File: config.mk
export PLATFORM = sky130hd
export DESIGN_NAME = block_peak_auto_gain
export DESIGN_NICKNAME = d
export VERILOG_FILES = /design/src/sv/bpag_pkg.sv /design/src/sv/bpag_front.sv /design/src/sv/bpag_queue.sv /design/src/sv/bpag_back.sv /design/src/sv/block_peak_auto_gain.sv
export VERILOG_INCLUDE_DIRS = /design/src /design/src/sv
export SDC_FILE = /design/constraint.sdc
export NUM_CORES = 2
export LEC_CHECK = 0
export BUFFER_PORTS_ARGS = -buffer_cell sky130_fd_sc_hd__buf_4
export CAP_MARGIN = 0
export CORE_MARGIN = 5
export CORE_UTILIZATION = 41
export CTS_CLUSTER_DIAMETER = 50
export CTS_CLUSTER_SIZE = 28
export DETAILED_ROUTE_END_ITERATION = 10
export PLACE_DENSITY_LB_ADDON = 0.08
export SYNTH_ARGS = -nofsm -noshare
export SYNTH_HDL_FRONTEND = slang
export SYNTH_HIERARCHICAL = 1
export SYNTH_SLANG_ARGS = --single-unit
export TNS_END_PERCENT = 20
File: constraint.sdc
create_clock -name i_clk -period 11.4 [get_ports i_clk]
set_clock_uncertainty 0.05 [all_clocks]
set_input_delay 2.28 -clock i_clk [delete_from_list [all_inputs] [get_ports i_clk]]
set_output_delay 2.28 -clock i_clk [all_outputs]
set_load 0.005 [all_outputs]
File: src/sv/block_peak_auto_gain_assert.svh
// Assertion macros shared by the peak auto gain RTL.
`ifndef BLOCK_PEAK_AUTO_GAIN_ASSERT_SVH
`define BLOCK_PEAK_AUTO_GAIN_ASSERT_SVH

// Plain property, checked outside reset.
`define BPAG_ASSERT(lbl, clk, rst_n, prop, msg) \
    lbl: assert property (@(posedge clk) disable iff (!rst_n) prop) \
        else $error(msg);

// Overlapping implication, checked outside reset.
`define BPAG_ASSERT_IMPL(lbl, clk, rst_n, ante, cons, msg) \
    lbl: assert property (@(posedge clk) disable iff (!rst_n) (ante) |-> (cons)) \
        else $error(msg);

`endif

File: src/sv/bpag_pkg.sv
// Types and constants of the peak auto gain block.
package bpag_pkg;

    localparam int unsigned  DIV_BITS     = 28;
    localparam int unsigned  DIV_CNT_W    = $clog2(DIV_BITS);
    localparam logic [15:0]  UNITY_GAIN   = 16'd2048;
    localparam logic [15:0]  MAX_GAIN_Q11 = 16'd32768;
    localparam logic [15:0]  ENV_FULL     = 16'h8000;
    localparam logic [32:0]  ROUND_HALF   = 33'd32768;

    typedef enum logic [3:0] {
        REG_ATTACK_COEF  = 4'd0,
        REG_RELEASE_COEF = 4'd1,
        REG_SMOOTH_COEF  = 4'd2,
        REG_AUTO_MODE    = 4'd3,
        REG_MANUAL_GAIN  = 4'd4,
        REG_TARGET_LEVEL = 4'd5,
        REG_FLOOR_LEVEL  = 4'd6,
        REG_BYPASS       = 4'd7
    } t_reg_idx;

    typedef enum logic [3:0] {
        S_IDLE,
        S_ENV_MUL,
        S_ENV_UPD,
        S_CHECK,
        S_DIV,
        S_CAP,
        S_GAIN_MUL,
        S_GAIN_UPD,
        S_OUT
    } t_back_state;

    typedef struct packed {
        logic [15:0] attack_coef;
        logic [15:0] release_coef;
        logic [15:0] smooth_coef;
        logic        auto_mode;
        logic [15:0] manual_gain;
        logic [15:0] target_level;
        logic [15:0] floor_level;
        logic        bypass;
    } t_cfg;

    typedef struct packed {
        logic        push;
        logic [15:0] peak;
    } t_job_push;

endpackage

File: src/sv/bpag_front.sv
// Front end: sample magnitude, running block peak, block-end job push.
module bpag_front (
    input  logic                  i_clk,
    input  logic                  i_rst_n,
    input  logic                  i_in_valid,
    output logic                  o_in_stall,
    input  logic signed [15:0]    i_sample_left,
    input  logic signed [15:0]    i_sample_right,
    input  logic                  i_block_end,
    input  logic                  i_bypass,
    input  logic                  i_q_full,
    output bpag_pkg::t_job_push   o_job
);

    logic [15:0] r_peak;
    logic [15:0] n_peak;
    logic [15:0] abs_l;
    logic [15:0] abs_r;
    logic [15:0] max_lr;
    logic [15:0] blk_max;
    logic        take;

    // two's complement magnitude; -32768 maps to 0x8000 = 32768
    assign abs_l  = i_sample_left[15]  ? (~i_sample_left  + 16'd1) : i_sample_left;
    assign abs_r  = i_sample_right[15] ? (~i_sample_right + 16'd1) : i_sample_right;
    assign max_lr = (abs_l > abs_r) ? abs_l : abs_r;
    assign blk_max = (max_lr > r_peak) ? max_lr : r_peak;

    assign o_in_stall = i_q_full;
    assign take       = i_in_valid && !o_in_stall && !i_bypass;

    always_comb begin
        n_peak        = r_peak;
        o_job.push    = 1'b0;
        o_job.peak    = blk_max;
        if (take) begin
            if (i_block_end) begin
                o_job.push = 1'b1;
                n_peak     = 16'd0;
            end else begin
                n_peak     = blk_max;
            end
        end
    end

    always_ff @(posedge i_clk) begin
        if (!i_rst_n) begin
            r_peak <= 16'd0;
        end else begin
            r_peak <= n_peak;
        end
    end

endmodule

File: src/sv/bpag_queue.sv
// Two-entry show-ahead queue of block peaks between front and back.
`include "block_peak_auto_gain_assert.svh"

module bpag_queue (
    input  logic                 i_clk,
    input  logic                 i_rst_n,
    input  bpag_pkg::t_job_push  i_job,
    output logic                 o_full,
    output logic                 o_valid,
    output logic [15:0]          o_peak,
    input  logic                 i_pop
);

    logic [15:0] r_mem [2];
    logic        r_wr_ptr;
    logic        r_rd_ptr;
    logic [1:0]  r_count;

    assign o_full  = (r_count == 2'd2);
    assign o_valid = (r_count != 2'd0);
    assign o_peak  = r_mem[r_rd_ptr];

    always_ff @(posedge i_clk) begin
        if (i_job.push) begin
            r_mem[r_wr_ptr] <= i_job.peak;
        end
    end

    always_ff @(posedge i_clk) begin
        if (!i_rst_n) begin
            r_wr_ptr <= 1'b0;
            r_rd_ptr <= 1'b0;
            r_count  <= 2'd0;
        end else begin
            if (i_job.push) begin
                r_wr_ptr <= ~r_wr_ptr;
            end
            if (i_pop) begin
                r_rd_ptr <= ~r_rd_ptr;
            end
            if (i_job.push && !i_pop) begin
                r_count <= r_count + 2'd1;
            end else if (!i_job.push && i_pop) begin
                r_count <= r_count - 2'd1;
            end
        end
    end

    `BPAG_ASSERT_IMPL(a_no_push_full, i_clk, i_rst_n, i_job.push, !o_full, "push into full queue")
    `BPAG_ASSERT_IMPL(a_no_pop_empty, i_clk, i_rst_n, i_pop, o_valid, "pop from empty queue")

endmodule

File: src/sv/bpag_back.sv
// Back end: envelope update, gain divide, gain smoothing and result register.
`include "block_peak_auto_gain_assert.svh"

module bpag_back (
    input  logic                i_clk,
    input  logic                i_rst_n,
    input  bpag_pkg::t_cfg      i_cfg,
    input  logic                i_job_valid,
    input  logic [15:0]         i_job_peak,
    output logic                o_pop,
    output logic                o_out_valid,
    input  logic                i_out_stall,
    output logic [15:0]         o_detect_gain,
    output logic [15:0]         o_envelope_level
);

    bpag_pkg::t_back_state r_state;
    bpag_pkg::t_back_state n_state;

    logic [15:0] r_peak;
    logic [15:0] r_env;
    logic [15:0] r_gain;
    logic [15:0] r_desired;
    logic [15:0] r_res_gain;
    logic        r_up;
    logic [31:0] r_prod;
    logic [bpag_pkg::DIV_BITS-1:0]  r_num;
    logic [16:0] r_rem;
    logic [bpag_pkg::DIV_CNT_W-1:0] r_cnt;
    logic        r_out_valid;
    logic [15:0] r_out_gain;
    logic [15:0] r_out_env;

    logic        out_load;
    logic [15:0] m_coef;
    logic [16:0] m_diff;
    logic        m_up;
    logic [32:0] m_prod;
    logic [32:0] rounded;
    logic [16:0] step;
    logic [16:0] env_sum;
    logic [16:0] gain_sum;
    logic [16:0] rem_sh;
    logic        q_bit;
    logic [16:0] rem_new;
    logic        env_above;
    logic [bpag_pkg::DIV_BITS-1:0] num_init;
    logic [15:0] q_cap;

    assign out_load = !r_out_valid || !i_out_stall;

    // one shared 16x17 multiplier for both smoothing steps
    always_comb begin
        m_coef = 16'd0;
        m_diff = 17'd0;
        m_up   = 1'b1;
        case (r_state)
            bpag_pkg::S_ENV_MUL: begin
                m_coef = (r_peak > r_env) ? i_cfg.attack_coef : i_cfg.release_coef;
                m_up   = (r_peak >= r_env);
                m_diff = m_up ? 17'(r_peak - r_env) : 17'(r_env - r_peak);
            end
            bpag_pkg::S_GAIN_MUL: begin
                m_coef = i_cfg.smooth_coef;
                m_up   = (r_desired >= r_gain);
                m_diff = m_up ? 17'(r_desired - r_gain) : 17'(r_gain - r_desired);
            end
            default: begin
                m_coef = 16'd0;
            end
        endcase
    end

    assign m_prod   = 33'(m_coef) * m_diff;
    // round to nearest, ties away from zero, on the magnitude
    assign rounded  = {1'b0, r_prod} + bpag_pkg::ROUND_HALF;
    assign step     = rounded[32:16];
    assign env_sum  = r_up ? (17'(r_env) + step) : (17'(r_env) - step);
    assign gain_sum = r_up ? (17'(r_gain) + step) : (17'(r_gain) - step);

    // restoring divider, one quotient bit per cycle
    assign rem_sh  = {r_rem[15:0], r_num[bpag_pkg::DIV_BITS-1]};
    assign q_bit   = (rem_sh >= {1'b0, r_env});
    assign rem_new = q_bit ? (rem_sh - {1'b0, r_env}) : rem_sh;

    assign env_above = (r_env > i_cfg.floor_level) && (r_env != 16'd0);
    assign num_init  = bpag_pkg::DIV_BITS'({i_cfg.target_level, 11'd0})
                     + bpag_pkg::DIV_BITS'(r_env[15:1]);
    assign q_cap     = (r_num > bpag_pkg::DIV_BITS'(bpag_pkg::MAX_GAIN_Q11))
                     ? bpag_pkg::MAX_GAIN_Q11 : r_num[15:0];

    always_comb begin
        n_state = r_state;
        o_pop   = 1'b0;
        unique case (r_state)
            bpag_pkg::S_IDLE: begin
                if (i_job_valid) begin
                    o_pop   = 1'b1;
                    n_state = i_cfg.auto_mode ? bpag_pkg::S_ENV_MUL : bpag_pkg::S_OUT;
                end
            end
            bpag_pkg::S_ENV_MUL:  n_state = bpag_pkg::S_ENV_UPD;
            bpag_pkg::S_ENV_UPD:  n_state = bpag_pkg::S_CHECK;
            bpag_pkg::S_CHECK: begin
                n_state = env_above ? bpag_pkg::S_DIV : bpag_pkg::S_GAIN_MUL;
            end
            bpag_pkg::S_DIV: begin
                if (r_cnt == '0) begin
                    n_state = bpag_pkg::S_CAP;
                end
            end
            bpag_pkg::S_CAP:      n_state = bpag_pkg::S_GAIN_MUL;
            bpag_pkg::S_GAIN_MUL: n_state = bpag_pkg::S_GAIN_UPD;
            bpag_pkg::S_GAIN_UPD: n_state = bpag_pkg::S_OUT;
            bpag_pkg::S_OUT: begin
                if (out_load) begin
                    n_state = bpag_pkg::S_IDLE;
                end
            end
            default:              n_state = bpag_pkg::S_IDLE;
        endcase
    end

    always_ff @(posedge i_clk) begin
        if (!i_rst_n) begin
            r_state <= bpag_pkg::S_IDLE;
        end else begin
            r_state <= n_state;
        end
    end

    // block state: envelope and gain
    always_ff @(posedge i_clk) begin
        if (!i_rst_n) begin
            r_env  <= 16'd0;
            r_gain <= bpag_pkg::UNITY_GAIN;
        end else begin
            if (r_state == bpag_pkg::S_IDLE && i_job_valid && !i_cfg.auto_mode) begin
                r_env  <= 16'd0;
                r_gain <= bpag_pkg::UNITY_GAIN;
            end
            if (r_state == bpag_pkg::S_ENV_UPD) begin
                r_env <= env_sum[15:0];
            end
            if (r_state == bpag_pkg::S_GAIN_UPD) begin
                r_gain <= gain_sum[15:0];
            end
        end
    end

    // working registers
    always_ff @(posedge i_clk) begin
        case (r_state)
            bpag_pkg::S_IDLE: begin
                r_peak     <= i_job_peak;
                r_res_gain <= i_cfg.manual_gain;
            end
            bpag_pkg::S_ENV_MUL, bpag_pkg::S_GAIN_MUL: begin
                r_prod <= m_prod[31:0];
                r_up   <= m_up;
            end
            bpag_pkg::S_CHECK: begin
                r_desired <= r_gain;
                r_num     <= num_init;
                r_rem     <= 17'd0;
                r_cnt     <= bpag_pkg::DIV_CNT_W'(bpag_pkg::DIV_BITS - 1);
            end
            bpag_pkg::S_DIV: begin
                r_num <= {r_num[bpag_pkg::DIV_BITS-2:0], q_bit};
                r_rem <= rem_new;
                r_cnt <= r_cnt - 1'b1;
            end
            bpag_pkg::S_CAP: begin
                r_desired <= q_cap;
            end
            bpag_pkg::S_GAIN_UPD: begin
                r_res_gain <= gain_sum[15:0];
            end
            default: begin
                r_cnt <= r_cnt;
            end
        endcase
    end

    // result register
    always_ff @(posedge i_clk) begin
        if (!i_rst_n) begin
            r_out_valid <= 1'b0;
        end else if (r_state == bpag_pkg::S_OUT && out_load) begin
            r_out_valid <= 1'b1;
        end else if (!i_out_stall) begin
            r_out_valid <= 1'b0;
        end
    end

    always_ff @(posedge i_clk) begin
        if (r_state == bpag_pkg::S_OUT && out_load) begin
            r_out_gain <= r_res_gain;
            r_out_env  <= r_env;
        end
    end

    assign o_out_valid      = r_out_valid;
    assign o_detect_gain    = r_out_gain;
    assign o_envelope_level = r_out_env;

    `BPAG_ASSERT_IMPL(a_div_nonzero, i_clk, i_rst_n, r_state == bpag_pkg::S_DIV, r_env != 16'd0, "divide by zero envelope")
    `BPAG_ASSERT(a_env_range, i_clk, i_rst_n, r_env <= bpag_pkg::ENV_FULL, "envelope above full scale")
    `BPAG_ASSERT(a_out_issue, i_clk, i_rst_n, (r_state == bpag_pkg::S_OUT && !r_out_valid) |=> r_out_valid, "result not issued")

endmodule

File: src/sv/block_peak_auto_gain.sv
// Top level of the peak-envelope automatic gain control block.
//
//  channel | direction | handshake              | payload
//  --------+-----------+------------------------+--------------------------------------
//  in      | sink      | i_in_valid/o_in_stall  | i_sample_left, i_sample_right,
//          |           |                        | i_block_end
//  out     | source    | o_out_valid/i_out_stall| o_detect_gain, o_envelope_level
//  cfg     | sink      | i_cfg_valid/o_cfg_ready| i_cfg_index, i_cfg_data
//
// A sample request is taken every cycle; the front stalls only when two
// block-end jobs already wait in the queue.
// Manual mode resets envelope and gain and issues the manual gain; auto mode
// smooths both, dividing (28 steps, one quotient bit a cycle) above the floor.
// Reset is synchronous, active low; it clears peak, envelope (0), gain (unity), the queue,
// the state and the configuration; data registers are not reset. No clearing pass.
// A stalled result sits in the output register while the back end works on.
module block_peak_auto_gain (
    input  logic               i_clk,
    input  logic               i_rst_n,
    // sample channel
    input  logic               i_in_valid,
    output logic               o_in_stall,
    input  logic signed [15:0] i_sample_left,
    input  logic signed [15:0] i_sample_right,
    input  logic               i_block_end,
    // result channel
    output logic               o_out_valid,
    input  logic               i_out_stall,
    output logic [15:0]        o_detect_gain,
    output logic [15:0]        o_envelope_level,
    // configuration write channel
    input  logic               i_cfg_valid,
    output logic               o_cfg_ready,
    input  logic [3:0]         i_cfg_index,
    input  logic [15:0]        i_cfg_data
);

    bpag_pkg::t_cfg      r_cfg;
    bpag_pkg::t_job_push job;
    logic                q_full;
    logic                q_valid;
    logic [15:0]         q_peak;
    logic                q_pop;

    // registers take writes at any time; software writes only while idle
    assign o_cfg_ready = 1'b1;

    always_ff @(posedge i_clk) begin
        if (!i_rst_n) begin
            r_cfg.attack_coef  <= 16'd65535;
            r_cfg.release_coef <= 16'd1000;
            r_cfg.smooth_coef  <= 16'd8000;
            r_cfg.auto_mode    <= 1'b0;
            r_cfg.manual_gain  <= 16'd2048;
            r_cfg.target_level <= 16'd8192;
            r_cfg.floor_level  <= 16'd33;
            r_cfg.bypass       <= 1'b0;
        end else if (i_cfg_valid && o_cfg_ready) begin
            unique case (bpag_pkg::t_reg_idx'(i_cfg_index))
                bpag_pkg::REG_ATTACK_COEF:  r_cfg.attack_coef  <= i_cfg_data;
                bpag_pkg::REG_RELEASE_COEF: r_cfg.release_coef <= i_cfg_data;
                bpag_pkg::REG_SMOOTH_COEF:  r_cfg.smooth_coef  <= i_cfg_data;
                bpag_pkg::REG_AUTO_MODE:    r_cfg.auto_mode    <= i_cfg_data[0];
                bpag_pkg::REG_MANUAL_GAIN:  r_cfg.manual_gain  <= i_cfg_data;
                bpag_pkg::REG_TARGET_LEVEL: r_cfg.target_level <= i_cfg_data;
                bpag_pkg::REG_FLOOR_LEVEL:  r_cfg.floor_level  <= i_cfg_data;
                bpag_pkg::REG_BYPASS:       r_cfg.bypass       <= i_cfg_data[0];
                default:                    r_cfg <= r_cfg;   // unmapped index
            endcase
        end
    end

    // front: magnitude and block peak; bypass requests are taken and dropped
    bpag_front u_front (
        .i_clk          (i_clk),
        .i_rst_n        (i_rst_n),
        .i_in_valid     (i_in_valid),
        .o_in_stall     (o_in_stall),
        .i_sample_left  (i_sample_left),
        .i_sample_right (i_sample_right),
        .i_block_end    (i_block_end),
        .i_bypass       (r_cfg.bypass),
        .i_q_full       (q_full),
        .o_job          (job)
    );

    // block peaks waiting for the back end
    bpag_queue u_queue (
        .i_clk   (i_clk),
        .i_rst_n (i_rst_n),
        .i_job   (job),
        .o_full  (q_full),
        .o_valid (q_valid),
        .o_peak  (q_peak),
        .i_pop   (q_pop)
    );

    // back: envelope, divide, smoothing, result register
    bpag_back u_back (
        .i_clk            (i_clk),
        .i_rst_n          (i_rst_n),
        .i_cfg            (r_cfg),
        .i_job_valid      (q_valid),
        .i_job_peak       (q_peak),
        .o_pop            (q_pop),
        .o_out_valid      (o_out_valid),
        .i_out_stall      (i_out_stall),
        .o_detect_gain    (o_detect_gain),
        .o_envelope_level (o_envelope_level)
    );

endmodule
Word level (Yosys, flattened, before mapping)
Memory sizes are Yosys's and may differ from the RTL's. A register that Yosys moved wholly into a read port is not among the register bits.
Cells that the tools add are included.

storage, ports and cells
  logic and storage cells = 152
  input port bits = 58
  memories kept = 1
  register bits after elaboration = 301
  RAM bits = 32
  output and inout bits = 35

memories
  memory         words  bits a word  read ports  clocked after Yosys merged registers in  wr ports  line              RTL
  u_queue.r_mem  2      16           1           1                                        1         bpag_queue.sv:14  logic [15:0] r_mem [2];

operators by class
  bitwise operators = 4
  magnitude comparators = 8
  eq/ne operators = 20
  mux-type cells = 40
  add/sub/neg operators = 16
  multipliers = 1
  reduce and logical (&&, ||, !) cells = 37

operators by type and width
  operator                                                                 number
  16-bit 2-to-1 mux                                                        14
  16-bit one-hot mux with 2 select lines                                   4
  16-bit by 16-bit subtractor with 17-bit output                           4
  16-bit > comparator                                                      4
  28-bit one-hot mux with 2 select lines                                   1
  16-bit subtractor                                                        3
  4-bit one-hot mux with 9 select lines                                    1
  17-bit 2-to-1 mux                                                        2
  17-bit one-hot mux with 2 select lines                                   1
  16-bit by 1-bit adder with 16-bit output (second input constant)         2
  16-bit adder                                                             2
  32-bit by 16-bit adder with 32-bit output (second input constant)        1
  4-bit by 3-bit equality test with 1-bit output (second input constant)   8
  16-bit >= comparator                                                     2
  16-bit by 17-bit multiplier with 32-bit output                           1
  16-bit inverter                                                          2
  27-bit by 15-bit adder with 28-bit output                                1
  28-bit by 16-bit > comparator with 1-bit output (second input constant)  1
  17-bit by 16-bit >= comparator with 1-bit output                         1
  4-bit by 2-bit equality test with 1-bit output (second input constant)   4
  4-bit 2-to-1 mux                                                         4
  2-bit AND reduction                                                      8
  16-bit nonzero test                                                      1
  2-bit nonzero test                                                       7
  other kinds (19)                                                         47

Depth between registers and ports, before layout
  word-level depth = 9
  depth in mapped cells = 42
  mapped depth without buffers = 39

Hierarchy
Netlist, hierarchy kept.

by module, submodules not included
  module                cells each  times used  area each (sq um)  seq. area each (sq um)
  bpag_back             2462        1           22310.1            5154.9
  block_peak_auto_gain  384         1           3722.3             1961.9
  bpag_front            279         1           2341.0             320.3
  bpag_queue            72          1           1375.1             1061.0

Worst setup path after synthesis
Ideal clock, no wire load.

  path type = flip-flop to flip-flop
  start = register u_back.r_gain[1]
  end = register u_back.r_prod[31], data pin
  path buffers = 2
  data required time = 11091 ps
  setup time = 259 ps
  arrival = 8438 ps
  clock period less this slack = 8747 ps
  cell stages (with the launch flop) = 37
  slack = 2653 ps
  cell sequence = dfxtp_1 > inv_1 > ha_1 > nor2b_4 > o31a_1 > o41ai_2 > o21ai_2 > a21bo_1 > buf_6 > mux2i_4 > a221oi_4 > o221ai_2 > a221oi_2 > xnor2_1 > a32o_2 > buf_6 > nand2_1 > fa_1 > inv_1 > fa_1 > fa_1 > fa_1 > fa_1 > inv_1 > fa_1 > inv_1 > ha_1 > a21o_1 > a21oi_1 > nor2b_1 > o21a_1 > o21ai_0 > and2_1 > nand4b_1 > a31o_2 > a21oi_1 > xnor2_1

on the way
  cells in the longest elaborated chain, start to end = 4
  elaborated cells on any way between the ends = 6
  those cells by class = 2 x add/sub; 1 x mul; 1 x order compare; 2 x mux

RTL lines
  item                                                                                           line                              RTL
  from (decl)                                                                                    bpag_back.sv:22                   logic [15:0] r_gain;
  from (signal assigned)                                                                         bpag_back.sv:136                  r_gain <= bpag_pkg::UNITY_GAIN;
  from (signal assigned)                                                                         bpag_back.sv:140                  r_gain <= bpag_pkg::UNITY_GAIN;
  from (signal assigned)                                                                         bpag_back.sv:146                  r_gain <= gain_sum[15:0];
  16-bit by 16-bit subtractor with 17-bit output / 16-bit >= comparator (equally long branches)  bpag_back.sv:66, bpag_back.sv:65
  17-bit 2-to-1 mux *                                                                            bpag_back.sv:66                   m_diff = m_up ? 17'(r_desired - r_gain) : 17'(r_gain - r_desired);
  17-bit one-hot mux with 2 select lines *                                                       bpag_back.sv:57                   case (r_state)
  16-bit by 17-bit multiplier with 32-bit output *                                               bpag_back.sv:74                   assign m_prod = 33'(m_coef) * m_diff;
  named net u_back.m_prod[31]                                                                    bpag_back.sv:38                   logic [32:0] m_prod;
  to (signal assigned)                                                                           bpag_back.sv:159                  r_prod <= m_prod[31:0];
  to (decl)                                                                                      bpag_back.sv:26                   logic [31:0] r_prod;

Mark *: on every way through the listed nets, which the timed path passes. The rest lies on a longest branch.
A chain may end at the register's enable or synchronous reset.

Final worst setup path
  start = register u_back.r_gain[1]
  end = register u_back.r_prod[23], data pin

The elaborated chain is that of the path after synthesis.

==> out/metrics.cfg <==
[outcome]
status = completed

[yosys]
synth_area_um2 = 29700
synth-main-ff-cell = edfxtp_1
async_reset_ff_share_pct = 0
synth_area_leader_cell = edfxtp_1
synth-seq-cells = 335
synth_common_cells = 411 x inv_1, 407 x nand2_1, 266 x ha_1
syn_area_per_cell_um2 = 9.31
yosysMostFrequentCell = inv_1
yosysUniqueCellTypes = 108
yosysWarnings = 6
syn_nets = 3735
synthTopCellsByArea = edfxtp_1 18%, fa_1 14%, ha_1 11%, dfxtp_1 10%, inv_1 5.2%
synth_cells = 3197
seq_area_frac_synth_pct = 28.6
synth_top_area_share_pct = 18.1
synth_edf_count = 179

[worst_setup_path]
slowest_stage = fa_1
r2r_slack_ns = 0.97
cpMostUsedCell = fa_1
crit_path_max_fanout = 24
rr_worst_depth = 32
crit_start = u_back/r_gain[1]
cp-start-kind = flip-flop
critPathCaptureType = flip-flop
reg2reg_from = u_back/r_gain[1]
r2r-end = u_back/r_prod[23]
cp_slowest_stage_delay_ns = 0.57
endpoint = u_back/r_prod[23]
crit_required_ns = 11.68
path_class = flip-flop to flip-flop
critPathArrivalTime_ns = 10.71

[routing]
dr.pass1.iters = 5
viasPerCell = 5.44
first_iter_violations = 1696
wl_per_cell_um = 21.8
drt.antenna.violating_nets = 0
vias = 23200
drcViolationCount = 0
routed_wl_um = 92800

[die]
rows = 98
core_um2 = 71700
die_height_um = 279
ioPinCount = 93
dieArea_um2 = 78000
start_util_pct = 41.5
die_x_um = 279

[cells_and_area]
drive_gt1_share_pct = 10.2
fin_area_um2 = 33200
layout.cells.non_filler = 4255
area_delta_synth_final_pct = 11.4
num-nets-final = 3800

[grt]
grt_overflow_total = 0
grt_pass1_wl_um = 142000
grt_start_max_net_pins = 99
antenna_found_initial = 4
grt_pass1_vias = 23600
grtUsageTotal_pct = 23.3

[power_and_ir_drop]
cellPowerDensity_nw_per_um2 = 123
p_int_w = 0.00273
switchingPower_w = 0.00136
leakage_nw = 14.7
combinationalPowerShare_pct = 24.1
sw_frac_of_total_pct = 33.3
seq_power_share_pct = 36.3
vdd_ir_drop_max_mv = 0.143
p_clk_share_pct = 39.5

[clocking]
clock_latency_ns = 0.63
cts_tree = done
cts-htree-levels = 2
hold_buffers = 0
cts_resized = 0
clockRootBuffer = clkbuf_16
clk_pin_slew_ns = 0.07
cts_sinks = 335
post-cts-setup-buffer-count = 0
cts_made_buffers = 50
cts_buffer_depth = 3

[timing]
finalHoldViolCount = 0
layout_min_cycle_time_ns = 10.43
finalCritPeriodShare_pct = 91.5
tns_ns = 0
relSlewSlack_pct = 16.7
max_freq_mhz = 95.9
slew_viol_final = 0
setup_ws_ns = 0.969
hold_slack_ns = 0.367
tightest_slew_ns = 1.24
grt_setup_unrepaired = false
setup-violations-final = 0

[placement]
hpwl_um = 74000
pre_cts_slack_ns = 0.883
dpl.cell_count = 4160
gp_congestion = 0.895
dpl_cell_area_um2 = 31300
io_buffers = 91

[worst_hold_path]
min_path_type = flip-flop to flip-flop

[job]
drv_cap = 0

## cells in the final DEF (no fill, tap or decap), types with 33 or more instances in the layout
cell type,instances
clkbuf_16,50
a21oi_1,121
xor2_1,68
nand3_1,48
nor2_1,209
o21ai_0,118
nor2b_1,57
xnor2_1,84
inv_1,411
mux2i_1,120
nand2_1,407
nand2b_1,42
fa_1,214
and2_1,49
buf_4,138
edfxtp_1,179
mux2_2,33
ha_1,266
a21o_1,54
dfxtp_1,156
## per-layer routing
layer / vias up / wire length (um) / track usage [%]
met5: - / 7 / 0
met4: 2 / 2540 / 6.15
met3: 130 / 4290 / 2.57
met2: 554 / 43000 / 38.3
met1: 11500 / 43000 / 33.0
li1: 10900 / - / -
## worst max-delay path, delay by kind of cell (launching register included)
kind / cells / cell delay [ns]
fa+ha+maj: 8 / 3.73
compound gates: 11 / 3.72
simple gates: 6 / 1.00
flops: 1 / 0.46
xor+xnor: 2 / 0.46
mux: 1 / 0.38
buf+inv: 4 / 0.34
## sequential cells by signal (all words and copies together) (netlist names), named ones only
register                 flops
r_cfg                       98
u_queue/r_mem               32
u_back/r_num                28
u_back/r_prod               17
u_back/o_detect_gain        16
u_back/o_envelope_level     16
u_back/r_desired            16
u_back/r_env                16
u_back/r_gain               16
u_back/r_peak               16
u_back/r_rem                16
u_back/r_res_gain           16
u_front/r_peak              16
u_back/r_cnt                 5
u_back/r_state               4
u_queue/r_count              2
u_back/o_out_valid           1
u_back/r_up                  1
u_queue/r_rd_ptr             1
u_queue/r_wr_ptr             1
## layout make-up
cell class,instances,area (um2)
multi-input combinational,2326,19100
fill,6886,38600
antenna,1,2.50
inverter,411,1540
sequential,335,8500
tap,950,1190
clock buffer,52,1270
clock inverter,42,537
timing repair buffer,138,1040
## kinds of logic after synthesis
family / synth area share, %
adder cells (fa/ha/maj): 25.6
XOR/XNOR: 4.48
AO/OA/AOI/OAI: 13.2
flip-flops: 28.6
buffers and inverters: 7.55
other: 0.0126
AND/OR/NAND/NOR: 15.1
multiplexers: 5.51
## how the worst min path moves through the flow
stage	slack, ns	cells past startpoint	startpoint	end
final	0.37	0	u_back/r_res_gain[13]	u_back/o_detect_gain[13]
after floorplan	0.35	0	u_back/r_res_gain[0]	u_back/o_detect_gain[0]
after detailed placement	0.35	0	u_back/r_res_gain[1]	u_back/o_detect_gain[1]
after global placement	0.36	0	u_back/r_res_gain[7]	u_back/o_detect_gain[7]
after CTS	0.37	0	u_back/r_res_gain[13]	u_back/o_detect_gain[13]
after global routing	0.37	0	u_back/r_res_gain[13]	u_back/o_detect_gain[13]
## through the flow
stage / utilization, % / total power [W]
4_1_cts: 46.2 / 0.00413
2_1_floorplan: - / 0.00215
3_5_place_dp: 43.7 / 0.00249
6_report: 46.2 / 0.00409
3_3_place_gp: 43.7 / 0.00249
5_1_grt: 46.2 / 0.00429
## power by group through the flow
| stage | sequential [W] | combinational [W] | clock (W) |
|---|---|---|---|
| after floorplan | 0.00147 | 0.000679 | 0 |
| after global placement | 0.00151 | 0.000975 | 0 |
| after detailed placement | 0.00151 | 0.000980 | 0 |
| after CTS | 0.00149 | 0.000987 | 0.00165 |
| after global routing | 0.00150 | 0.00108 | 0.00171 |
| final | 0.00149 | 0.000988 | 0.00162 |
Note: power is estimated with default switching activity, not from simulation.
